**src/rtl/gtg_pkg.sv**
```systemverilog
`default_nettype none
// ----------------------------------------------------------------------------
// gtg_pkg: shared types and constants of the go-to-goal controller
// Fixed-point widths, CORDIC arctangent table, beat and register formats.
// ----------------------------------------------------------------------------
package gtg_pkg;

   // field widths
   localparam int POS_W   = 16;  // Q6.10 positions
   localparam int HD_W    = 16;  // Q3.13 heading
   localparam int GAIN_W  = 16;  // Q2.14 gains
   localparam int SPD_W   = 15;  // Q5.10 unsigned speeds and distance
   localparam int ANG_W   = 16;  // Q6.10 signed turn rate
   localparam int CSR_IDX_W = 3;
   localparam int CSR_DAT_W = 16;

   // cordic datapath widths
   localparam int DIFF_W = POS_W + 1;   // goal minus pose
   localparam int XY_W   = 28;          // dx*256 plus cordic growth
   localparam int Z_W    = 21;          // Q.16 angle with pre-rotation
   localparam int TAB_N  = 24;

   localparam logic signed [Z_W-1:0] PI_Q16 = 21'sd205887;

   localparam logic signed [Z_W-1:0] ATAN_TAB [TAB_N] = '{
      21'sd51472, 21'sd30385, 21'sd16055, 21'sd8150, 21'sd4091, 21'sd2047,
      21'sd1024,  21'sd512,   21'sd256,   21'sd128,  21'sd64,   21'sd32,
      21'sd16,    21'sd8,     21'sd4,     21'sd2,    21'sd1,    21'sd0,
      21'sd0,     21'sd0,     21'sd0,     21'sd0,    21'sd0,    21'sd0
   };

   // cordic gain compensation 0.6072529 in Q0.24
   localparam int PROD_W = XY_W + 25;
   localparam logic signed [PROD_W-1:0] GAIN_COMP = 53'sd10188014;
   localparam logic signed [PROD_W-1:0] DIST_RND  = 53'sd2147483648;

   // post-processing widths
   localparam int BRG_W   = Z_W - 3;          // Q5.13 bearing
   localparam int ERR_W   = BRG_W + 1;        // bearing minus heading
   localparam int LINP_W  = SPD_W + GAIN_W;   // distance times gain
   localparam int ANGP_W  = ERR_W + GAIN_W + 1;

   // register indexes
   localparam logic [CSR_IDX_W-1:0] CSR_GOAL_X       = 3'd0;
   localparam logic [CSR_IDX_W-1:0] CSR_GOAL_Y       = 3'd1;
   localparam logic [CSR_IDX_W-1:0] CSR_LINEAR_GAIN  = 3'd2;
   localparam logic [CSR_IDX_W-1:0] CSR_ANGULAR_GAIN = 3'd3;
   localparam logic [CSR_IDX_W-1:0] CSR_SPEED_LIMIT  = 3'd4;
   localparam logic [CSR_IDX_W-1:0] CSR_ARRIVE_THR   = 3'd5;

   // data handed from cell to cell
   typedef struct packed {
      logic signed [XY_W-1:0] x;
      logic signed [XY_W-1:0] y;
      logic signed [Z_W-1:0]  z;
      logic signed [HD_W-1:0] hd;
   } cordic_type;

   // settings used after the cordic chain
   typedef struct packed {
      logic [GAIN_W-1:0] linear_gain;
      logic [GAIN_W-1:0] angular_gain;
      logic [SPD_W-1:0]  speed_limit;
      logic [SPD_W-1:0]  arrive_threshold;
   } cfg_type;

   // one result beat
   typedef struct packed {
      logic [SPD_W-1:0]        linear_speed;
      logic signed [ANG_W-1:0] angular_speed;
      logic                    reached;
      logic [SPD_W-1:0]        distance;
   } rsp_type;

endpackage
`default_nettype wire

```
**src/rtl/gtg_post.sv**
```systemverilog
`default_nettype none
// ----------------------------------------------------------------------------
// gtg_post: distance, bearing and speed law after the cordic chain
// Four registered stages; the last one is the result output register.
// ----------------------------------------------------------------------------
module gtg_post
   import gtg_pkg::*;
(
   input  wire logic       clock,
   input  wire logic       reset,
   input  wire cfg_type    cfg,
   input  wire logic       in_valid,
   output logic            in_ready,
   input  wire cordic_type in_data,
   output logic            out_valid,
   input  wire logic       out_ready,
   output rsp_type         out_data
);

   localparam int NSTG = 4;

   logic [NSTG-1:0] v_ff;
   logic [NSTG-1:0] rdy;

   // stage 1: gain compensation product, bearing
   logic signed [PROD_W-1:0] prod_ff, prod_in;
   logic signed [BRG_W-1:0]  brg1_ff, brg1_in;
   logic signed [HD_W-1:0]   hd1_ff;
   logic signed [Z_W-1:0]    z_rnd;

   // stage 2: distance, heading error
   logic signed [PROD_W-1:0] dist_rnd;
   logic signed [PROD_W-33:0] dist_q;
   logic [SPD_W-1:0]         dist2_ff, dist2_in;
   logic signed [ERR_W-1:0]  err2_ff, err2_in;

   // stage 3: speed products, arrival compare
   logic [LINP_W-1:0]        linp3_ff, linp3_in;
   logic signed [ANGP_W-1:0] angp3_ff, angp3_in;
   logic signed [GAIN_W:0]   ag_s;
   logic                     reach3_ff, reach3_in;
   logic [SPD_W-1:0]         dist3_ff;

   // stage 4: rounding and caps
   logic [LINP_W:0]          lin_sum;
   logic [LINP_W-14:0]       lin_q;
   logic signed [ANGP_W:0]   ang_sum;
   logic signed [ANGP_W-17:0] ang_q;
   rsp_type                  out_ff, out_in;

   assign rdy[3]   = !v_ff[3] || out_ready;
   assign rdy[2]   = !v_ff[2] || rdy[3];
   assign rdy[1]   = !v_ff[1] || rdy[2];
   assign rdy[0]   = !v_ff[0] || rdy[1];
   assign in_ready = rdy[0];

   always_ff @(posedge clock) begin
      if (reset) begin
         v_ff <= '0;
      end else begin
         if (rdy[0]) v_ff[0] <= in_valid;
         if (rdy[1]) v_ff[1] <= v_ff[0];
         if (rdy[2]) v_ff[2] <= v_ff[1];
         if (rdy[3]) v_ff[3] <= v_ff[2];
      end
   end

   // stage 1
   assign prod_in = PROD_W'(in_data.x) * GAIN_COMP;
   assign z_rnd   = in_data.z + Z_W'(4);
   assign brg1_in = z_rnd[Z_W-1:3];

   // stage 2
   assign dist_rnd = prod_ff + DIST_RND;
   assign dist_q   = dist_rnd[PROD_W-1:32];

   always_comb begin
      if (dist_q[PROD_W-33]) begin
         dist2_in = '0;
      end else if (|dist_q[PROD_W-34:SPD_W]) begin
         dist2_in = '1;
      end else begin
         dist2_in = dist_q[SPD_W-1:0];
      end
   end

   assign err2_in = ERR_W'(brg1_ff) - ERR_W'(hd1_ff);

   // stage 3
   assign ag_s      = $signed({1'b0, cfg.angular_gain});
   assign linp3_in  = dist2_ff * cfg.linear_gain;
   assign angp3_in  = err2_ff * ag_s;
   assign reach3_in = (dist2_ff <= cfg.arrive_threshold);

   // stage 4
   assign lin_sum = {1'b0, linp3_ff} + (LINP_W + 1)'(8192);
   assign lin_q   = lin_sum[LINP_W:14];
   assign ang_sum = (ANGP_W + 1)'(angp3_ff) + (ANGP_W + 1)'(65536);
   assign ang_q   = ang_sum[ANGP_W:17];

   always_comb begin
      out_in          = '0;
      out_in.distance = dist3_ff;
      if (reach3_ff) begin
         out_in.reached = 1'b1;
      end else begin
         if (lin_q > (LINP_W - 13)'(cfg.speed_limit)) begin
            out_in.linear_speed = cfg.speed_limit;
         end else begin
            out_in.linear_speed = lin_q[SPD_W-1:0];
         end
         priority if (ang_q > $signed((ANGP_W - 16)'(cfg.speed_limit))) begin
            out_in.angular_speed = $signed({1'b0, cfg.speed_limit});
         end else if (ang_q < -(ANGP_W - 16)'(32768)) begin
            out_in.angular_speed = {1'b1, {(ANG_W-1){1'b0}}};
         end else begin
            out_in.angular_speed = ang_q[ANG_W-1:0];
         end
      end
   end

   always_ff @(posedge clock) begin
      if (in_valid && rdy[0]) begin
         prod_ff <= prod_in;
         brg1_ff <= brg1_in;
         hd1_ff  <= in_data.hd;
      end
      if (v_ff[0] && rdy[1]) begin
         dist2_ff <= dist2_in;
         err2_ff  <= err2_in;
      end
      if (v_ff[1] && rdy[2]) begin
         linp3_ff  <= linp3_in;
         angp3_ff  <= angp3_in;
         reach3_ff <= reach3_in;
         dist3_ff  <= dist2_ff;
      end
      if (v_ff[2] && rdy[3]) begin
         out_ff <= out_in;
      end
   end

   assign out_valid = v_ff[3];
   assign out_data  = out_ff;

endmodule
`default_nettype wire

```
**config.mk**
```make
export PLATFORM = sky130hd
export DESIGN_NAME = gtg_post
export DESIGN_NICKNAME = d
export VERILOG_FILES = /design/src/rtl/gtg_pkg.sv /design/src/rtl/gtg_post.sv
export SDC_FILE = /design/constraint.sdc
export NUM_CORES = 2
export LEC_CHECK = 0
export BUFFER_PORTS_ARGS = -buffer_cell sky130_fd_sc_hd__buf_4
export CORE_AREA = 2 2 307 309
export CTS_CLUSTER_SIZE = 20
export DETAILED_ROUTE_END_ITERATION = 16
export DIE_AREA = 0 0 309 311
export GPL_TIMING_DRIVEN = 0
export SYNTH_ARGS = -nofsm -noshare
export SYNTH_HDL_FRONTEND = slang
export SYNTH_SLANG_ARGS = --single-unit
```
**constraint.sdc**
```tcl
create_clock -name clock -period 6.8 [get_ports clock]
set_input_delay 0.34 -clock clock [delete_from_list [all_inputs] [get_ports clock]]
set_output_delay 0.34 -clock clock [all_outputs]
set_load 0.05 [all_outputs]
```
### Word level (Yosys, flattened, before mapping)

Cells that the tools add are included.

| storage, ports and cells | value |
|---|---|
| register bits after elaboration | 254 |
| input bits | 159 |
| output and inout port bits | 49 |
| logic and storage cells | 49 |

| operators by class | value |
|---|---|
| $add $sub $neg | 5 |
| multiply operators | 3 |
| $lt $le $gt $ge | 4 |
| muxes and demuxes | 5 |
| reductions and logical operators | 14 |

Operator list:

| kind | number |
|---|---|
| adder 53 x 33 -> 53 bit (second input constant) | 1 |
| multiplier 28 x 24 -> 52 bit (second input constant) | 1 |
| two-way mux 15 bit | 3 |
| adder 36 x 18 -> 37 bit (second input constant) | 1 |
| multiplier 19 x 17 -> 36 bit | 1 |
| adder 31 x 14 -> 32 bit (second input constant) | 1 |
| multiplier 15 x 16 -> 31 bit | 1 |
| adder 21 x 4 -> 21 bit (second input constant) | 1 |
| greater-than comparator 20 x 16 -> 1 bit | 1 |
| < comparator 20 x 16 -> 1 bit (second input constant) | 1 |
| subtractor 18 x 16 -> 19 bit | 1 |
| greater-than comparator 18 x 15 -> 1 bit | 1 |
| two-way mux 16 bit | 1 |
| <= comparator 15 bit | 1 |
| OR reduction 5 bit | 1 |
| logical AND 1 bit | 4 |
| zero test 1 bit | 4 |
| logical OR 1 bit | 4 |
| OR reduction 2 bit | 1 |
| two-way mux 1 bit | 1 |

### Longest topological paths before layout

| logic depth | value |
|---|---|
| word-level depth | 6 |
| depth in mapped cells | 26 |
| gate-level depth less buffers | 26 |

### Worst setup path before layout

Ideal clock, no wire load.

| path | value |
|---|---|
| path kind | input to register |
| start | input in_data[88] (netlist bit) |
| end | register prod_ff[50] (data pin) |
| library setup time | 0.259 ns |
| arrival time | 6.062 ns |
| required time | 6.541 ns |
| slack | 0.479 ns |
| stages | 22 |
| path buffers | 0 |
| path through | fa_1 -> inv_1 -> fa_1 -> fa_1 -> fa_1 -> inv_1 -> fa_1 -> fa_1 -> inv_1 -> fa_1 -> inv_1 -> ha_1 -> a21oi_1 -> nor2_1 -> a2111oi_2 -> o221ai_2 -> a221oi_4 -> o31ai_4 -> a21oi_2 -> o21ai_1 -> a21o_1 -> xor2_1 |

| on the way | value |
|---|---|
| word-level cells in the longest chain between the ends | 1 |

Ends and longest elaborated chain:

| what | line | RTL |
|---|---|---|
| start: declaration | gtg_post.sv:14 | `input wire cordic_type in_data,` |
| multiplier 28 x 24 -> 52 bit | gtg_post.sv:69 | `assign prod_in = PROD_W'(in_data.x) * GAIN_COMP;` |
| via prod_in[50] | gtg_post.sv:26 | `logic signed [PROD_W-1:0] prod_ff, prod_in;` |
| end signal: assignment | gtg_post.sv:124 | `prod_ff <= prod_in;` |
| end: declaration | gtg_post.sv:26 |  |

The timed path passes the listed nets, and every way through them passes these cells.
A chain may end at the register's enable or synchronous reset.

### Worst setup path in the final report

| path | value |
|---|---|
| start | input in_data[87] (netlist bit) |
| end | register prod_ff[52] (data pin) |

Same word-level chain as after synthesis.

==> impl_metrics.env <==
export IMPL_max_clock_freq_mhz=151.6
export IMPL_place_area_um2=44520
export IMPL_clk_latency_ns=0.49
export IMPL_critPathKind="in2reg"
export IMPL_vias_per_cell=4.945
export IMPL_slowest_delay_ns=0.56
export IMPL_syn_nets=5624
export IMPL_hp_class="in2reg"
export IMPL_slowest_stage="fa_1"
export IMPL_period_needed_ns=6.594
export IMPL_skew_ns=0.01715
export IMPL_final_area_um2=45940
export IMPL_ys_async_sr_fraction_pct=0
export IMPL_drv_cap=0
export IMPL_postSynthCellCount=4116
export IMPL_layout_nets=5882
export IMPL_grt_pass1_wl_mm=164.5
export IMPL_drt_iter0_markers=1554
export IMPL_synth_ff_type="edfxtp_1"
export IMPL_pre_cts_slack_ns=-1.109
export IMPL_drt_total_wl_mm=101.7
export IMPL_avgSynthCellArea_um2=10.10
export IMPL_cts_buffer_depth=2
export IMPL_htree_levels=4
export IMPL_antenna_found_initial=0
export IMPL_status="finished, final reports clean"
export IMPL_hold_slack_ns=0.1363
export IMPL_fin_ws_ns=0.2057
export IMPL_hpwl_mm=86.72
export IMPL_path_max_fanout=9
export IMPL_ys_seq_area_share_pct=13.99
export IMPL_cts_tree="done"
export IMPL_critPathTopFamily="adder cells"
export IMPL_vias=27894
export IMPL_chipHeight_um=311
export IMPL_critical_path_required_ns=7.02
export IMPL_timing_critical_path_buf_inv=5
export IMPL_synth_yosys_warnings=0
export IMPL_final_hold_violation_count=0
export IMPL_grt_usage_pct=22.09
export IMPL_post_route_period_util_pct=96.97
export IMPL_drive_gt1_share_pct=8.024
export IMPL_die_area_um2=96100
export IMPL_area_delta_synth_final_pct=10.52
export IMPL_numCtsBuffers=17
export IMPL_endpoint_kind="flop"
export IMPL_grt_pass1_vias=29978
export IMPL_cp_cell_sequence="buf_4 > fa_1 > inv_1 > fa_1 > fa_1 > fa_1 > inv_1 > fa_1 > fa_1 > inv_1 > fa_1 > inv_1 > ha_1 > a21oi_1 > nor2_1 > a2111oi_2 > o221ai_2 > a221oi_4 > o31ai_4 > a21o_1 > a21oi_2 > o21ai_1 > xor2_1"
export IMPL_antenna_left=0
export IMPL_die_w_um=309
export IMPL_netlist_cell_type_count=70
export IMPL_slew_headroom_pct=42.26
export IMPL_drtPass1Iterations=5
export IMPL_setup_viol=0
export IMPL_grt_max_degree=52
export IMPL_diodes=0
export IMPL_avgRoutedWirePerCell_um=18.03
export IMPL_drv_slew=0
export IMPL_cts_sinks=195
export IMPL_root_buffer="clkbuf_16"
export IMPL_gr_total_overflow=0
export IMPL_core_area_um2=92770
export IMPL_fill_cells=8700
export IMPL_tightest_slew_ns=0.8641
export IMPL_rows=112
export IMPL_synthesis_area_um2=41560
export IMPL_io_pins=208
export IMPL_initial_core_util_pct=44.80
export IMPL_startpoint_type="primary input"
export IMPL_place_congestion=0.9282
export IMPL_route_detailed_drc=0
export IMPL_synth_seq_cells=195
export IMPL_synth_edf_count=191
export IMPL_path_common_cell="fa_1"
export IMPL_crit_arrival_ns=6.82
export IMPL_clkTransAtPathRegs_ns=0.08
export IMPL_port_buffers=166
[area by class of cell]
class	instances	area, um2	share of cell area (%)
Inverter	1069	4013	8.735
Timing Repair Buffer	242	1938	4.219
Sequential cell	195	5816	12.66
Clock inverter	15	195.2	0.4249
Clock buffer	17	425.4	0.9261
Buffer	83	432.9	0.9424
Multi-Input combinational cell	2766	31550	68.68
Tap cell	1254	1569	3.416
[per-stage QoR]
stage | util (%) | std cells | TNS, ns
2_1_floorplan | - | 4116 | 0
3_3_place_gp | 47.84 | 5536 | -46.60
3_5_place_dp | 47.99 | 5541 | -15.02
4_1_cts | 49.13 | 5610 | 0
5_1_grt | 49.52 | 5641 | -0.06194
6_report | 49.52 | 5641 | 0
[worst reg2reg max path, delay by kind of cell (launching register included)]
family	cells	cell delay (ns)
adder cells (fa/ha/maj)	7	3.36
flip-flops	1	0.55
AO/OA/AOI/OAI	8	1.53
AND/OR/NAND/NOR	3	0.56
buffers and inverters	6	0.36
[repair_timing]
item / CTS / global route
hold buffers: 17 / 0
setup buffers: 23 / 31
endpoints found under the hold margin: 20 / 0
resized for setup: 44 / 71
pin swaps: 1 / 8
endpoints found under the setup margin: 21 / 24
[synthesized netlist by cell type (5+ instances only)]
library cell | instances | area share [%]
nand2b_1 | 11 | 0.17
nor3_1 | 16 | 0.19
and2_1 | 257 | 3.9
nand2_1 | 355 | 3.2
a31oi_1 | 5 | 0.075
xor2_1 | 72 | 1.5
o21ai_0 | 42 | 0.51
nor2b_1 | 22 | 0.33
o21bai_1 | 7 | 0.13
clkbuf_1 | 79 | 0.71
and3_1 | 27 | 0.41
fa_1 | 808 | 39
mux2i_1 | 16 | 0.39
ha_1 | 541 | 16
a21oi_1 | 99 | 1.2
nand4_1 | 26 | 0.39
o21ai_1 | 5 | 0.060
o21a_1 | 20 | 0.36
xnor2_1 | 113 | 2.4
nor2_1 | 104 | 0.94
or3_1 | 6 | 0.090
a21o_1 | 66 | 1.2
edfxtp_1 | 191 | 14
o211ai_1 | 5 | 0.090
a211oi_1 | 8 | 0.14
nand3_1 | 45 | 0.54
inv_1 | 1069 | 9.7
a32o_1 | 14 | 0.34
[metal layers]
| metal | part of all wire [%] | up-vias | wire length, um | global-route usage [%] |
|---|---|---|---|---|
| met4 | 1.9 | 0 | 1930 | 4.965 |
| met2 | 47 | 664 | 47870 | 36.22 |
| li1 | - | 13120 | - | - |
| met5 | 0 | - | 0 | 0 |
| met1 | 46 | 13996 | 46680 | 31.53 |
| met3 | 5.2 | 114 | 5258 | 2.418 |
[path summary, 6_finish.rpt]
check                                 start  cells past startpoint           end  slack [ns]
worst max-delay path            in_data[87]                     23   prod_ff[52]        0.21
worst min register to register  dist3_ff[9]                      0   out_data[9]        0.41
worst min-delay path               in_valid                      3       v_ff[0]        0.14
worst max register to register  dist2_ff[5]                     24  linp3_ff[19]        0.23
[state kept, by name, summed over array words and instances (netlist names)]
name       count
out_data      47
dist2_ff      15
brg1_ff       18
dist3_ff      15
angp3_ff      20
err2_ff       19
prod_ff       22
reach3_ff      1
linp3_ff      18
v_ff           4
hd1_ff        16
[kinds of logic after synthesis]
| logic type | count (synthesis) | share of synthesized area [%] |
|---|---|---|
| buf+inv | 1155 | 10.46 |
| xor+xnor | 185 | 3.898 |
| fa+ha+maj | 1349 | 55.20 |
| mux | 17 | 0.4124 |
| compound gates | 325 | 5.494 |
| flops | 195 | 13.99 |
| simple gates | 890 | 10.54 |
[placed cells by master (no fill, tap or decap), types with 6 or more instances in the layout]
cell	synthesis	routed
clkbuf_16	0	17
ha_1	541	539
nand2b_1	11	11
xnor2_1	113	112
mux2i_1	16	16
a21o_1	66	66
dlygate4sd3_1	0	17
fa_1	808	807
buf_6	1	6
nand3_1	45	45
and3_1	27	27
inv_1	1069	1069
clkbuf_1	79	38
o21bai_1	7	7
buf_2	3	6
nand2_1	355	355
a21oi_2	4	8
nor3_1	16	16
and2_1	257	256
clkbuf_2	0	20
a211oi_1	8	7
o21ai_0	42	41
a32o_1	14	14
clkbuf_4	0	10
edfxtp_1	191	191
a21oi_1	99	94
nand4_1	26	26
o21a_1	20	20
or3_1	6	6
buf_4	0	221
xor2_1	72	72
nor2_1	104	103
nor2b_1	22	20
Power is not shown: default switching activity piles up to over one toggle a cycle in this logic, so the estimate is an artifact.
